<file path="config.mk">
export PLATFORM = sky130hd
export DESIGN_NAME = text_console_cursor
export DESIGN_NICKNAME = d
export VERILOG_FILES = /design/src/rtl/tcc_pkg.sv /design/src/rtl/tcc_front.sv /design/src/rtl/tcc_queue.sv /design/src/rtl/tcc_tab_unit.sv /design/src/rtl/tcc_back.sv /design/src/rtl/text_console_cursor.sv
export SDC_FILE = /design/constraint.sdc
export NUM_CORES = 1
export LEC_CHECK = 0
export ABC_AREA = 0
export BUFFER_PORTS_ARGS = -buffer_cell sky130_fd_sc_hd__buf_2
export CAP_MARGIN = 0
export CORE_AREA = 2 2 110 112
export DETAILED_ROUTE_END_ITERATION = 8
export DIE_AREA = 0 0 112 114
export GPL_TIMING_DRIVEN = 0
export PLACE_DENSITY = 0.94
export REMOVE_ABC_BUFFERS = 1
export SKIP_LAST_GASP = 1
export SLEW_MARGIN = 20
export SYNTH_ARGS = -nofsm -noshare
export SYNTH_HDL_FRONTEND = slang
export SYNTH_SLANG_ARGS = --single-unit
</file>
<file path="constraint.sdc">
create_clock -name clk -period 17 [get_ports clk]
set_input_delay 0.85 -clock clk [delete_from_list [all_inputs] [get_ports clk]]
set_output_delay 0.85 -clock clk [all_outputs]
set_load 0.02 [all_outputs]
</file>
<file path="src/rtl/tcc_pkg.sv">
// Shared types and constants for the text console cursor block.
// Depends on nothing; every other file in rtl/ imports it.
package tcc_pkg;

    // Control bytes recognised by the classifier
    localparam logic [7:0] CH_TAB      = 8'd9;
    localparam logic [7:0] CH_NL       = 8'd10;
    localparam logic [7:0] CH_CR       = 8'd13;
    localparam logic [6:0] GLYPH_SPACE = 7'd32;
    localparam logic [7:0] GLYPH_LIMIT = 8'd128;

    // Tab stop spacing uses only the low four bits of (tab_width - 1)
    localparam logic [4:0] TAB_MASK = 5'h0F;

    // Configuration register indexes and reset values
    localparam logic [1:0] REG_TAB_WIDTH = 2'd0;
    localparam logic [1:0] REG_NUM_COLS  = 2'd1;
    localparam logic [1:0] REG_NUM_ROWS  = 2'd2;

    localparam logic [4:0] TAB_WIDTH_RST = 5'd4;
    localparam logic [7:0] NUM_COLS_RST  = 8'd79;
    localparam logic [5:0] NUM_ROWS_RST  = 6'd28;

    // Depth of the queue between front and back
    localparam int QDEPTH = 2;

    typedef enum logic [1:0] {
        K_PRINT,
        K_TAB,
        K_NL,
        K_CR
    } kind_t;

    typedef struct packed {
        kind_t      kind;
        logic [6:0] glyph;
    } item_t;

    typedef struct packed {
        logic [4:0] tab_width;
        logic [7:0] num_cols;
        logic [5:0] num_rows;
    } cfg_t;

    typedef struct packed {
        logic       draw;
        logic [5:0] draw_row;
        logic [7:0] draw_col;
        logic [6:0] glyph_code;
        logic [6:0] scroll_lines;
    } result_t;

    typedef enum logic {
        BK_IDLE,
        BK_TAB
    } back_state_t;

endpackage

</file>
<file path="src/rtl/tcc_front.sv">
// Front end: classifies each incoming byte into an item for the queue.
// Depends on tcc_pkg.
module tcc_front (
    input  logic [7:0]     char_code,
    output tcc_pkg::item_t item
);
    import tcc_pkg::*;

    // Sort the byte into control kinds and map high bytes to a space glyph
    always_comb
    begin
        case (char_code)
            CH_NL:   item.kind = K_NL;
            CH_CR:   item.kind = K_CR;
            CH_TAB:  item.kind = K_TAB;
            default: item.kind = K_PRINT;
        endcase
        item.glyph = (char_code < GLYPH_LIMIT) ? char_code[6:0] : GLYPH_SPACE;
    end

endmodule

</file>
<file path="src/rtl/tcc_queue.sv">
// Short register queue that decouples the classifier from the cursor engine.
// Depends on tcc_pkg.
module tcc_queue (
    input  logic           clk,
    input  logic           rst_n,
    input  logic           push,
    input  tcc_pkg::item_t push_item,
    output logic           full,
    input  logic           pop,
    output logic           head_valid,
    output tcc_pkg::item_t head_item
);
    import tcc_pkg::*;

    localparam int PTR_W = $clog2(QDEPTH);
    localparam int CNT_W = $clog2(QDEPTH + 1);

    item_t            entry_reg [QDEPTH];
    logic [PTR_W-1:0] wr_ptr_reg, wr_ptr_next;
    logic [PTR_W-1:0] rd_ptr_reg, rd_ptr_next;
    logic [CNT_W-1:0] count_reg, count_next;

    assign full       = (count_reg == CNT_W'(QDEPTH));
    assign head_valid = (count_reg != '0);
    assign head_item  = entry_reg[rd_ptr_reg];

    // Pointer and fill count update
    always_comb
    begin
        wr_ptr_next = wr_ptr_reg;
        rd_ptr_next = rd_ptr_reg;
        count_next  = count_reg;
        if (push)
        begin
            wr_ptr_next = (wr_ptr_reg == PTR_W'(QDEPTH - 1)) ? '0 : wr_ptr_reg + PTR_W'(1);
        end
        if (pop)
        begin
            rd_ptr_next = (rd_ptr_reg == PTR_W'(QDEPTH - 1)) ? '0 : rd_ptr_reg + PTR_W'(1);
        end
        if (push && !pop)
        begin
            count_next = count_reg + CNT_W'(1);
        end
        else if (pop && !push)
        begin
            count_next = count_reg - CNT_W'(1);
        end
    end

    always_ff @(posedge clk or negedge rst_n)
    begin
        if (!rst_n)
        begin
            wr_ptr_reg <= '0;
            rd_ptr_reg <= '0;
            count_reg  <= '0;
        end
        else
        begin
            wr_ptr_reg <= wr_ptr_next;
            rd_ptr_reg <= rd_ptr_next;
            count_reg  <= count_next;
        end
    end

    // Entry storage, no reset needed
    always_ff @(posedge clk)
    begin
        if (push)
        begin
            entry_reg[wr_ptr_reg] <= push_item;
        end
    end

endmodule

</file>
<file path="src/rtl/tcc_tab_unit.sv">
// Iterative tab stop rounding: one remainder bit per cycle, MSB first.
// Depends on tcc_pkg (imported for house consistency only; nothing from it is used).
module tcc_tab_unit #(
    parameter int MAX_COLS = 256
) (
    input  logic                            clk,
    input  logic                            rst_n,
    input  logic                            start,
    input  logic [$clog2(2*MAX_COLS):0]     value,
    input  logic [4:0]                      tab_w,
    output logic                            done,
    output logic [$clog2(2*MAX_COLS)-1:0]   col
);
    import tcc_pkg::*;

    localparam int COL_W = $clog2(2 * MAX_COLS);
    localparam int VW    = COL_W + 1;
    localparam int CNT_W = $clog2(VW + 1);
    localparam logic [COL_W-1:0] COL_MASK = COL_W'(2 * MAX_COLS - 1);

    logic [VW-1:0]    value_reg;
    logic [VW-1:0]    shift_reg, shift_next;
    logic [4:0]       tw_reg;
    logic [4:0]       rem_reg, rem_next;
    logic [CNT_W-1:0] cnt_reg, cnt_next;
    logic [5:0]       rem_trial;
    logic [4:0]       pad;
    logic [VW+3:0]    sum;

    assign done = (cnt_reg == '0);

    // One restoring remainder step per cycle
    always_comb
    begin
        rem_trial  = {rem_reg, shift_reg[VW-1]};
        rem_next   = rem_reg;
        shift_next = shift_reg;
        cnt_next   = cnt_reg;
        if (start)
        begin
            rem_next   = '0;
            shift_next = value;
            cnt_next   = CNT_W'(VW);
        end
        else if (cnt_reg != '0)
        begin
            if (rem_trial >= {1'b0, tw_reg})
            begin
                rem_next = 5'(rem_trial - {1'b0, tw_reg});
            end
            else
            begin
                rem_next = rem_trial[4:0];
            end
            shift_next = {shift_reg[VW-2:0], 1'b0};
            cnt_next   = cnt_reg - CNT_W'(1);
        end
    end

    // Round up to the next multiple: add (tw - rem) unless already aligned
    always_comb
    begin
        pad = (rem_reg == '0) ? 5'd0 : tw_reg - rem_reg;
        sum = {4'b0, value_reg} + {{(VW - 1){1'b0}}, pad};
        col = sum[COL_W-1:0] & COL_MASK;
    end

    always_ff @(posedge clk or negedge rst_n)
    begin
        if (!rst_n)
        begin
            cnt_reg <= '0;
        end
        else
        begin
            cnt_reg <= cnt_next;
        end
    end

    always_ff @(posedge clk)
    begin
        rem_reg   <= rem_next;
        shift_reg <= shift_next;
        if (start)
        begin
            value_reg <= value;
            tw_reg    <= tab_w;
        end
    end

endmodule

</file>
<file path="src/rtl/tcc_back.sv">
// Back end: cursor state, wrap and scroll logic, and the result register.
// Depends on tcc_pkg and tcc_tab_unit.
module tcc_back #(
    parameter int MAX_COLS = 256,
    parameter int MAX_ROWS = 64
) (
    input  logic              clk,
    input  logic              rst_n,
    input  tcc_pkg::cfg_t     cfg,
    input  logic              q_valid,
    input  tcc_pkg::item_t    q_item,
    output logic              q_pop,
    output logic              out_valid,
    input  logic              out_stall,
    output tcc_pkg::result_t  result
);
    import tcc_pkg::*;

    localparam int COL_W = $clog2(2 * MAX_COLS);
    localparam int VW    = COL_W + 1;
    localparam int ROW_W = $clog2(MAX_ROWS + 2) + 1;
    localparam int RU_W  = ROW_W + 7;
    localparam logic [COL_W-1:0] COL_MASK = COL_W'(2 * MAX_COLS - 1);
    localparam logic signed [ROW_W-1:0] ROW_LIMIT = ROW_W'(MAX_ROWS + 1);

    back_state_t state_reg, state_next;

    logic [COL_W-1:0]        col_reg, col_next;
    logic signed [ROW_W-1:0] row_reg, row_next;
    logic                    pend_reg, pend_next;
    logic                    out_valid_reg, out_valid_next;
    result_t                 res_reg, res_next;

    logic             out_free;
    logic             tab_start;
    logic             fire;
    logic             tab_done;
    logic [COL_W-1:0] tab_col;
    logic [VW-1:0]    tab_value;
    logic [4:0]       tw_m1;
    logic [4:0]       tw;

    logic signed [ROW_W-1:0] row_set, row_wrap, row_fin;
    logic [COL_W-1:0]        col_sel, col_wrap, col_inc;
    logic                    wrap, over;
    logic [5:0]              rows_eff;
    logic [RU_W-1:0]         row_u, rows_eff_u, scroll_u, rows_m1_u, row_out_u;
    logic [COL_W+7:0]        col_ext;

    function automatic logic signed [ROW_W-1:0] adv(input logic signed [ROW_W-1:0] r);
        adv = (r < ROW_LIMIT) ? r + ROW_W'(1) : r;
    endfunction

    assign out_free  = !out_valid_reg || !out_stall;
    assign out_valid = out_valid_reg;
    assign result    = res_reg;

    // Effective tab width and the value that is rounded up
    assign tw_m1     = (cfg.tab_width - 5'd1) & TAB_MASK;
    assign tw        = tw_m1 + 5'd1;
    assign tab_value = {1'b0, col_reg} + VW'(1);

    tcc_tab_unit #(
        .MAX_COLS (MAX_COLS)
    ) u_tab (
        .clk   (clk),
        .rst_n (rst_n),
        .start (tab_start),
        .value (tab_value),
        .tab_w (tw),
        .done  (tab_done),
        .col   (tab_col)
    );

    // Next state
    always_comb
    begin
        state_next = state_reg;
        case (state_reg)
            BK_IDLE:
            begin
                if (q_valid && q_item.kind == K_TAB)
                begin
                    state_next = BK_TAB;
                end
            end
            BK_TAB:
            begin
                if (tab_done && out_free)
                begin
                    state_next = BK_IDLE;
                end
            end
            default: state_next = BK_IDLE;
        endcase
    end

    // Sequencer outputs
    always_comb
    begin
        tab_start = 1'b0;
        fire      = 1'b0;
        case (state_reg)
            BK_IDLE:
            begin
                if (q_valid)
                begin
                    if (q_item.kind == K_TAB)
                    begin
                        tab_start = 1'b1;
                    end
                    else if (out_free)
                    begin
                        fire = 1'b1;
                    end
                end
            end
            BK_TAB:
            begin
                fire = tab_done && out_free;
            end
            default:
            begin
                fire = 1'b0;
            end
        endcase
        q_pop = fire;
    end

    // Cursor update for the item at the head of the queue
    always_comb
    begin
        row_set  = (pend_reg && q_item.kind != K_CR) ? adv(row_reg) : row_reg;
        col_sel  = (q_item.kind == K_TAB) ? tab_col : col_reg;
        wrap     = ({8'b0, col_sel} >= {{COL_W{1'b0}}, cfg.num_cols});
        row_wrap = wrap ? adv(row_set) : row_set;
        col_wrap = wrap ? '0 : col_sel;
        col_inc  = (col_wrap + COL_W'(1)) & COL_MASK;

        // Scroll by the rows past the last one and pin the row there
        rows_eff   = (cfg.num_rows == '0) ? 6'd1 : cfg.num_rows;
        row_u      = {7'b0, row_wrap};
        rows_eff_u = {{(ROW_W + 1){1'b0}}, rows_eff};
        rows_m1_u  = rows_eff_u - RU_W'(1);
        over       = (row_u >= rows_eff_u);
        scroll_u   = over ? row_u - rows_m1_u : '0;
        row_fin    = over ? $signed(rows_m1_u[ROW_W-1:0]) : row_wrap;
        row_out_u  = {7'b0, row_fin};
        col_ext    = {8'b0, col_wrap};

        res_next  = '0;
        row_next  = row_reg;
        col_next  = col_reg;
        pend_next = pend_reg;
        case (q_item.kind)
            K_NL:
            begin
                row_next  = row_set;
                col_next  = '0;
                pend_next = 1'b1;
            end
            K_CR:
            begin
                col_next = '0;
            end
            default:
            begin
                pend_next = 1'b0;
                if (row_wrap[ROW_W-1])
                begin
                    row_next = row_wrap;
                    col_next = col_wrap;
                end
                else
                begin
                    row_next              = row_fin;
                    col_next              = col_inc;
                    res_next.draw         = 1'b1;
                    res_next.draw_row     = row_out_u[5:0];
                    res_next.draw_col     = col_ext[7:0];
                    res_next.glyph_code   = q_item.glyph;
                    res_next.scroll_lines = scroll_u[6:0];
                end
            end
        endcase
    end

    // Result register hand-off
    always_comb
    begin
        if (fire)
        begin
            out_valid_next = 1'b1;
        end
        else if (out_stall)
        begin
            out_valid_next = out_valid_reg;
        end
        else
        begin
            out_valid_next = 1'b0;
        end
    end

    always_ff @(posedge clk or negedge rst_n)
    begin
        if (!rst_n)
        begin
            state_reg     <= BK_IDLE;
            col_reg       <= '0;
            row_reg       <= '1;
            pend_reg      <= 1'b0;
            out_valid_reg <= 1'b0;
        end
        else
        begin
            state_reg     <= state_next;
            out_valid_reg <= out_valid_next;
            if (fire)
            begin
                col_reg  <= col_next;
                row_reg  <= row_next;
                pend_reg <= pend_next;
            end
        end
    end

    always_ff @(posedge clk)
    begin
        if (fire)
        begin
            res_reg <= res_next;
        end
    end

endmodule

</file>
<file path="src/rtl/text_console_cursor.sv">
// Top level of the text console cursor: configuration registers and the
// front, queue and back parts. Depends on tcc_pkg, tcc_front, tcc_queue, tcc_back.
//
// Usage:
//   Input channel (in_valid / in_stall / char_code) takes one byte per transfer.
//   Output channel (out_valid / out_stall / draw ... scroll_lines) gives exactly
//   one result per byte, in order; draw is 0 for newline, carriage return and
//   bytes that fall before the first row, with all other fields 0.
//   Configuration channel (cfg_valid / cfg_ready / cfg_index / cfg_data) writes
//   tab_width (0), num_cols (1) and num_rows (2); cfg_ready is always high.
//   A plain byte passes through a queue entry and then the result register.
//   A tab runs the tab stop rounding unit, one remainder bit per cycle over
//   the col+1 value, and the queue waits until it is done. Plain bytes sustain
//   one per cycle while the receiver does not stall and no tab is running.
//   A two-entry queue sits between classifier and cursor engine, so bytes
//   keep being taken while a result waits in the output register; when the
//   receiver stalls, the result holds and in_stall rises once the queue fills.
//   Reset: column 0, row -1, no newline pending, registers 4 / 79 / 28,
//   queue and output empty. No clearing pass is needed.
module text_console_cursor #(
    parameter int MAX_COLS = 256,
    parameter int MAX_ROWS = 64
) (
    input  logic       clk,
    input  logic       rst_n,
    input  logic       in_valid,
    output logic       in_stall,
    input  logic [7:0] char_code,
    output logic       out_valid,
    input  logic       out_stall,
    output logic       draw,
    output logic [5:0] draw_row,
    output logic [7:0] draw_col,
    output logic [6:0] glyph_code,
    output logic [6:0] scroll_lines,
    input  logic       cfg_valid,
    output logic       cfg_ready,
    input  logic [1:0] cfg_index,
    input  logic [7:0] cfg_data
);
    import tcc_pkg::*;

    cfg_t    cfg_reg;
    item_t   front_item;
    item_t   head_item;
    logic    q_full, q_push, q_pop, q_head_valid;
    result_t result;

    // Configuration register file
    assign cfg_ready = 1'b1;

    always_ff @(posedge clk or negedge rst_n)
    begin
        if (!rst_n)
        begin
            cfg_reg.tab_width <= TAB_WIDTH_RST;
            cfg_reg.num_cols  <= NUM_COLS_RST;
            cfg_reg.num_rows  <= NUM_ROWS_RST;
        end
        else if (cfg_valid && cfg_ready)
        begin
            case (cfg_index)
                REG_TAB_WIDTH: cfg_reg.tab_width <= cfg_data[4:0];
                REG_NUM_COLS:  cfg_reg.num_cols  <= cfg_data;
                REG_NUM_ROWS:  cfg_reg.num_rows  <= cfg_data[5:0];
                default:       cfg_reg           <= cfg_reg;
            endcase
        end
    end

    // Front: classify and queue
    assign in_stall = q_full;
    assign q_push   = in_valid && !in_stall;

    tcc_front u_front (
        .char_code (char_code),
        .item      (front_item)
    );

    tcc_queue u_queue (
        .clk        (clk),
        .rst_n      (rst_n),
        .push       (q_push),
        .push_item  (front_item),
        .full       (q_full),
        .pop        (q_pop),
        .head_valid (q_head_valid),
        .head_item  (head_item)
    );

    // Back: cursor engine and result register
    tcc_back #(
        .MAX_COLS (MAX_COLS),
        .MAX_ROWS (MAX_ROWS)
    ) u_back (
        .clk       (clk),
        .rst_n     (rst_n),
        .cfg       (cfg_reg),
        .q_valid   (q_head_valid),
        .q_item    (head_item),
        .q_pop     (q_pop),
        .out_valid (out_valid),
        .out_stall (out_stall),
        .result    (result)
    );

    assign draw         = result.draw;
    assign draw_row     = result.draw_row;
    assign draw_col     = result.draw_col;
    assign glyph_code   = result.glyph_code;
    assign scroll_lines = result.scroll_lines;

endmodule

</file>
Word-level counts from Yosys, hierarchy flattened
Memories as Yosys holds them, arrays and structs flattened.
Cells that the tools add are included.
Widths: inputs -> output; s select.
{"block": "word_totals", "reg_bits": 104, "out_inout_bits": 32, "memories": 1, "wordCells": 126, "in_bits": 23, "mem_bits_rw": 18}
{"block": "classes", "magnitude_cmp": 6, "add_sub_neg": 16, "eq_ne": 11, "bitwise": 3, "n_reduce_logical": 27, "mux": 41}
{"memory": "u_queue.entry_reg", "depth": 2, "word_bits": 9, "read_ports": 1, "rd_ports_with_merged_regs": 0, "wr": 1, "line": "tcc_queue.sv:18", "rtl": "item_t entry_reg [QDEPTH];"}
{"op": "$mux 8", "n": 6}
{"op": "$mux 9", "n": 4}
{"op": "$mux 29", "n": 1}
{"op": "$eq 8x4->1 const B", "n": 3}
{"op": "$lt 8x8->1 const B", "n": 3}
{"op": "$mux 10", "n": 2}
{"op": "$add 8x2->8 const B", "n": 2}
{"op": "$pmux 8 s2", "n": 1}
{"op": "$mux 1", "n": 14}
{"op": "$mux 7", "n": 2}
{"op": "$add 9x1->10 const B", "n": 1}
{"op": "$mux 5", "n": 2}
{"op": "$sub 5x5->5", "n": 2}
{"op": "$add 9x1->9 const B", "n": 1}
{"op": "$add 9x5->9", "n": 1}
{"op": "$ge 9x8->1", "n": 1}
{"op": "$eq 2x2->1 const B", "n": 4}
{"op": "$ge 8x6->1", "n": 1}
{"op": "$mux 4", "n": 2}
{"op": "$reduce_and 2->1", "n": 4}
{"op": "$sub 4x1->4 const B", "n": 2}
{"op": "$sub 6x1->7 const B", "n": 1}
{"op": "$sub 7x7->7", "n": 1}
{"op": "$ge 6x5->1", "n": 1}
{"op": "other kinds (24)", "n": 42}

Longest topological paths before layout
An unclocked memory read counts as a cell.
{"block": "depth", "ltp_word": 11, "ltp_mapped": 32, "depth_no_buf": 31}

Modules after synthesis
From an unflattened synthesis, not the netlist that was laid out.
{"block": "hier_totals", "cells_unflattened": 696, "area_unflattened_um2": 7621.1}
{"module": "tcc_back", "cells_each": 412, "seq_area_each_um2": 1381.3, "instances": 1, "area_per_inst_um2": 3878.7}
{"module": "tcc_tab_unit", "cells_each": 184, "seq_area_each_um2": 920.9, "instances": 1, "area_per_inst_um2": 2030.7}
{"module": "tcc_queue", "cells_each": 44, "seq_area_each_um2": 640.6, "instances": 1, "area_per_inst_um2": 844.6}
{"module": "text_console_cursor", "cells_each": 44, "seq_area_each_um2": 486.7, "instances": 1, "area_per_inst_um2": 759.5}
{"module": "tcc_front", "cells_each": 12, "seq_area_each_um2": 0.0, "instances": 1, "area_per_inst_um2": 107.6}

Worst setup path before layout
Ideal clock, no wire load.
{"block": "synth_timing", "kind": "reg2reg", "from": "reg u_back.u_tab.rem_reg[1]", "to": "reg u_back.res_reg, in the netlist u_back.result[23], data pin", "path_buffers": 2, "arrival_time_ps": 6335, "t_required_ps": 16744, "setup_ps": 256, "period_less_slack_ps": 6591, "slack_ps": 10409, "path_stages_with_launch": 26, "path_cell_list": "dfxtp_1 > or4_1 > nor2_1 > nor2_1 > ha_1 > fa_1 > a211oi_1 > nor2_1 > o31ai_1 > ha_1 > a21o_1 > a21oi_1 > o221ai_1 > or3_1 > clkbuf_1 > o2bb2ai_1 > xnor2_1 > ha_1 > nand2b_1 > a21o_1 > a21o_1 > a211o_1 > a31oi_1 > nand3_1 > buf_2 > o211a_1"}
{"block": "synth_via", "elab_chain_cells": 8, "elab_cells_between_ends": 10, "cone_classes": "add/sub: 2; order compare: 2; mux: 4; reduce/logical: 2"}
{"element": "from (decl)", "line": "tcc_tab_unit.sv:24", "rtl": "logic [4:0] rem_reg, rem_next;"}
{"element": "from (signal assigned)", "line": "tcc_tab_unit.sv:82", "rtl": "rem_reg <= rem_next;"}
{"element": "$sub 5x5->5 or $logic_not 5->1 (tied branches)", "line": "tcc_tab_unit.sv:63", "rtl": "pad = (rem_reg == '0) ? 5'd0 : tw_reg - rem_reg;"}
{"element": "$mux 5 *", "line": "tcc_tab_unit.sv:63"}
{"element": "$add 9x5->9 *", "line": "tcc_tab_unit.sv:64", "rtl": "sum = {4'b0, value_reg} + {{(VW - 1){1'b0}}, pad};"}
{"element": "$mux 9 *", "line": "tcc_back.sv:134", "rtl": "col_sel = (q_item.kind == K_TAB) ? tab_col : col_reg;"}
{"element": "$ge 9x8->1 *", "line": "tcc_back.sv:135", "rtl": "wrap = ({8'b0, col_sel} >= {{COL_W{1'b0}}, cfg.num_cols});"}
{"element": "$mux 8 *", "line": "tcc_back.sv:136", "rtl": "row_wrap = wrap ? adv(row_set) : row_set;"}
{"element": "$ge 8x6->1", "line": "tcc_back.sv:145", "rtl": "over = (row_u >= rows_eff_u);"}
{"element": "$mux 8", "line": "tcc_back.sv:147", "rtl": "row_fin = over ? $signed(rows_m1_u[ROW_W-1:0]) : row_wrap;"}
{"element": "to (signal assigned)", "line": "tcc_back.sv:232", "rtl": "res_reg <= res_next;"}
{"element": "to (decl)", "line": "tcc_back.sv:32", "rtl": "result_t res_reg, res_next;"}
Mark *: on every way between the ends. The rest lies on a longest branch, timed or not.
A chain may end at the register's enable or synchronous reset.

Worst setup path in the final report
{"block": "layout_timing", "from": "reg u_back.u_tab.rem_reg[1]", "to": "reg u_back.res_reg, in the netlist u_back.result[22], data pin"}
Same word-level chain as after synthesis.

==> impl_metrics.ini <==
[routing]
finalWirelength_um = 17600
via_count = 5969
routed-wl-met3_um = 1250
drc = 0
drt-vias-per-instance = 6.32
met2RoutedLength_um = 8550
top_layer = met4
antenna_violating_nets_post_route = 0
detail_route.iter0.violations = 580
wl_per_cell_um = 18.6
wirelength_met1_um = 7130
number_of_iterations_in_the_first_detailed_routing_pass = 5

[synthesis]
netlist.top_cell.by_area = edfxtp_1
yosysWarnings = 0
most_common_flop_cell_mapped_by_yosys = edfxtp_1
synthDominantCellAreaShare_pct = 28.9
fraction_of_the_yosys_area_taken_by_sequential_cells_pct = 46.2
number_of_flops_mapped_to_enable_cells_by_yosys = 71
async_flop_share_pct = 37.7
yosysUniqueCellTypes = 68
ys_ff_latch = 122
area_contributors_post_synth = edfxtp_1 (29%), dfrtp_1 (9.8%), ha_1 (7.6%)
syn_avg_cell_area_um2 = 10.1
synth.cell_area_um2 = 7370
netlist_instances = 732

[layout]
stdcell_area_um2 = 8350
layout.filler_cells = 816
largest_register_ffs = 29
areaGrowthSynthToFinish_pct = 13.3
num-nets-final = 857
antenna_cells_inserted = 0
most-common-layout-cells = nand2_1 (84), edfxtp_1 (71), nor2_1 (58), buf_2 (52), inv_1 (51)
area_taken_by_flip_flops_and_latches_um2 = 3400
final_layout_size_suffix_gt1_share_pct = 16.8
multiInputGateArea_um2 = 3690
final_core_util_pct = 71.3
layout.cells.most_common = nand2_1

[global_routing]
pin_count_of_the_biggest_net_entering_global_routing = 47
initial_antenna_violation_count = 0
grt.total_usage_pct = 28.7
first_global_vias = 5813
globalRoute.totalOverflow = 0
first_pass_grt_wire_length_um = 28600

[clock_tree]
cts_hold_buffers = 0
path_clk_slew_ns = 0.06
clock-sinks = 122
post-cts-setup-buffer-count = 0
tritoncts = done
numCtsBuffers = 17
clk_root_buffer_cell = clkbuf_16
clock_path_buffers = 2
htree_levels = 4
post_cts.resized_instances = 0
clk_latency_ns = 0.43

[sta]
finalWorstPathRequiredPeriod_ns = 8.13
max-slew-margin-rel_pct = 36.0
tightestPinTransition_ns = 0.935
drv_slew = 0
timing.final.setup_violations = 0
timing.final.hold_violations = 0
maximum_clock_frequency_mhz = 123
grt_setup_unrepaired = false
fin_tns_setup_ns = 0
max_clock_skew_ns = 0.00905
final.period_utilization_pct = 47.8

[place]
routabilityCongestion = 0.953
dpl-instance-area_um2 = 7740
numPortBuffers = 53
post-dp-hpwl_um = 12100

[critical_path]
worst-path-max-fanout = 14
r2r_start = u_back.u_tab.rem_reg[1]
critical_path.most_common_cell = nor2_1
required_ns = 17.26
cpLargestDelayFamily = compound AO/OA/AOI/OAI gates
timing.critical_path.from = u_back.u_tab.rem_reg[1]
timing.critical_path.to_type = flip-flop
critical_path.n_buffers_inverters = 1
cpPeakStageDelay_ns = 0.64
worst_setup_path_start_kind = flip-flop
worst-setup-path-type = reg2reg
critical-path-slowest-cell = o31ai_1
crit_chain = or4_1 > nor2_1 > nor2_1 > ha_1 > fa_1 > a211oi_1 > nor2_1 > o31ai_1 > ha_1 > a21o_1 > a21oi_1 > o221ai_1 > or3_1 > o2bb2ai_1 > mux2i_1 > inv_1 > ha_1 > a21o_1 > a21o_1 > a211o_1 > a31oi_1 > nand3_1 > mux2_2 > nor2_1
worstPathArrival_ns = 8.39

[pwr]
switching_share_of_power_pct = 42.5
share_comb_of_total_power_pct = 49.2
power.switching_w = 0.000739
intPower_w = 0.00100
p_total_w = 0.00174
power_frac_clock_pct = 21.0
power.density_nw_per_um2 = 208
vdd.ir_drop.worst_mv = 0.146
power_frac_seq_pct = 29.8
power.leakage_nw = 3.59

[run_status]
run_status = finished clean

[floorplan]
die_area_um2 = 12800
fp.dieW_um = 112
rows = 40
initial_utilization_pct = 63.0
pin_count = 55
placeableCoreArea_um2 = 11700
fp.dieH_um = 114

[hold_path]
hold_class = in2async

[flow_run]
timing.max_cap.violations = 0
-- synth_stat cells (6+ instances only) --
cell type	instances
a31oi_1	10
a21o_1	16
dfstp_2	17
nor3_1	18
nor2b_1	15
nand3b_1	6
xor2_1	16
nand3_1	20
ha_1	45
nor2_1	58
mux2_2	20
xnor2_1	31
or3_1	7
a211oi_1	12
edfxtp_1	71
o21ai_0	30
inv_1	51
nand4_1	7
and3_1	9
clkbuf_1	13
dfrtp_1	29
mux2i_1	19
nand2_1	84
nand2b_1	9
a21oi_1	33
-- stage by stage --
step	cells	hold WS (ns)	worst slack, ns
finish	945	0.442	8.87
detailed placement	913	0.485	9.26
global route	945	0.494	8.40
floorplan	713	0.461	10.37
CTS	945	0.498	9.03
global placement	913	0.476	9.38
-- kinds of logic after synthesis --
group	Yosys count	share of synthesized area (%)
fa+ha+maj	49	8.72
flops	122	46.2
xor+xnor	47	5.58
simple gates	258	16.9
compound gates	143	13.0
buf+inv	73	3.94
mux	39	5.63
other cells	1	0.0509
-- path summary, 6_finish.rpt --
kind / endpoint / slack [ns] / depth (start not counted)
min reg2reg: u_queue.wr_ptr_reg / 0.50 / 1
max: u_back.result[22] / 8.87 / 24
min in group clk: u_queue.wr_ptr_reg / 0.50 / 1
max reg2reg: u_back.result[22] / 8.87 / 24
min: u_queue.rd_ptr_reg / 0.44 / 1
max in group asynchronous: u_back.col_reg[2] / 16.15 / 1
-- layer usage --
metal / track usage, % / vias up
met5: 0 / -
met4: 14.1 / 0
met3: 6.48 / 61
met2: 47.9 / 278
met1: 35.6 / 2888
li1: - / 2742
-- power by group through the flow --
stage          clock, W  combinational (W)  sequential, W
2_1_floorplan         0           0.000588       0.000535
3_3_place_gp          0           0.000775       0.000512
3_5_place_dp          0           0.000818       0.000517
4_1_cts        0.000366           0.000842       0.000515
5_1_grt        0.000381           0.000941       0.000528
6_report       0.000365           0.000856       0.000517
-- area by class of cell --
type | count | area share [%]
multi-input cells | 537 | 44.2
flip-flops and latches | 122 | 40.8
clock buffers | 26 | 6.50
repair buffers | 53 | 3.21
inverters | 54 | 2.44
well taps | 147 | 2.20
clock inverters | 6 | 0.659
-- worst reg2reg max path, delay by kind of cell, from the launching register on --
family	cells	cell delay, ns
AO/OA/AOI/OAI	10	2.92
adder cells (fa/ha/maj)	4	1.33
buffers and inverters	1	0.15
flip-flops	1	0.38
multiplexers	2	0.86
AND/OR/NAND/NOR	7	2.32
Power figures use the tool's default switching activity.
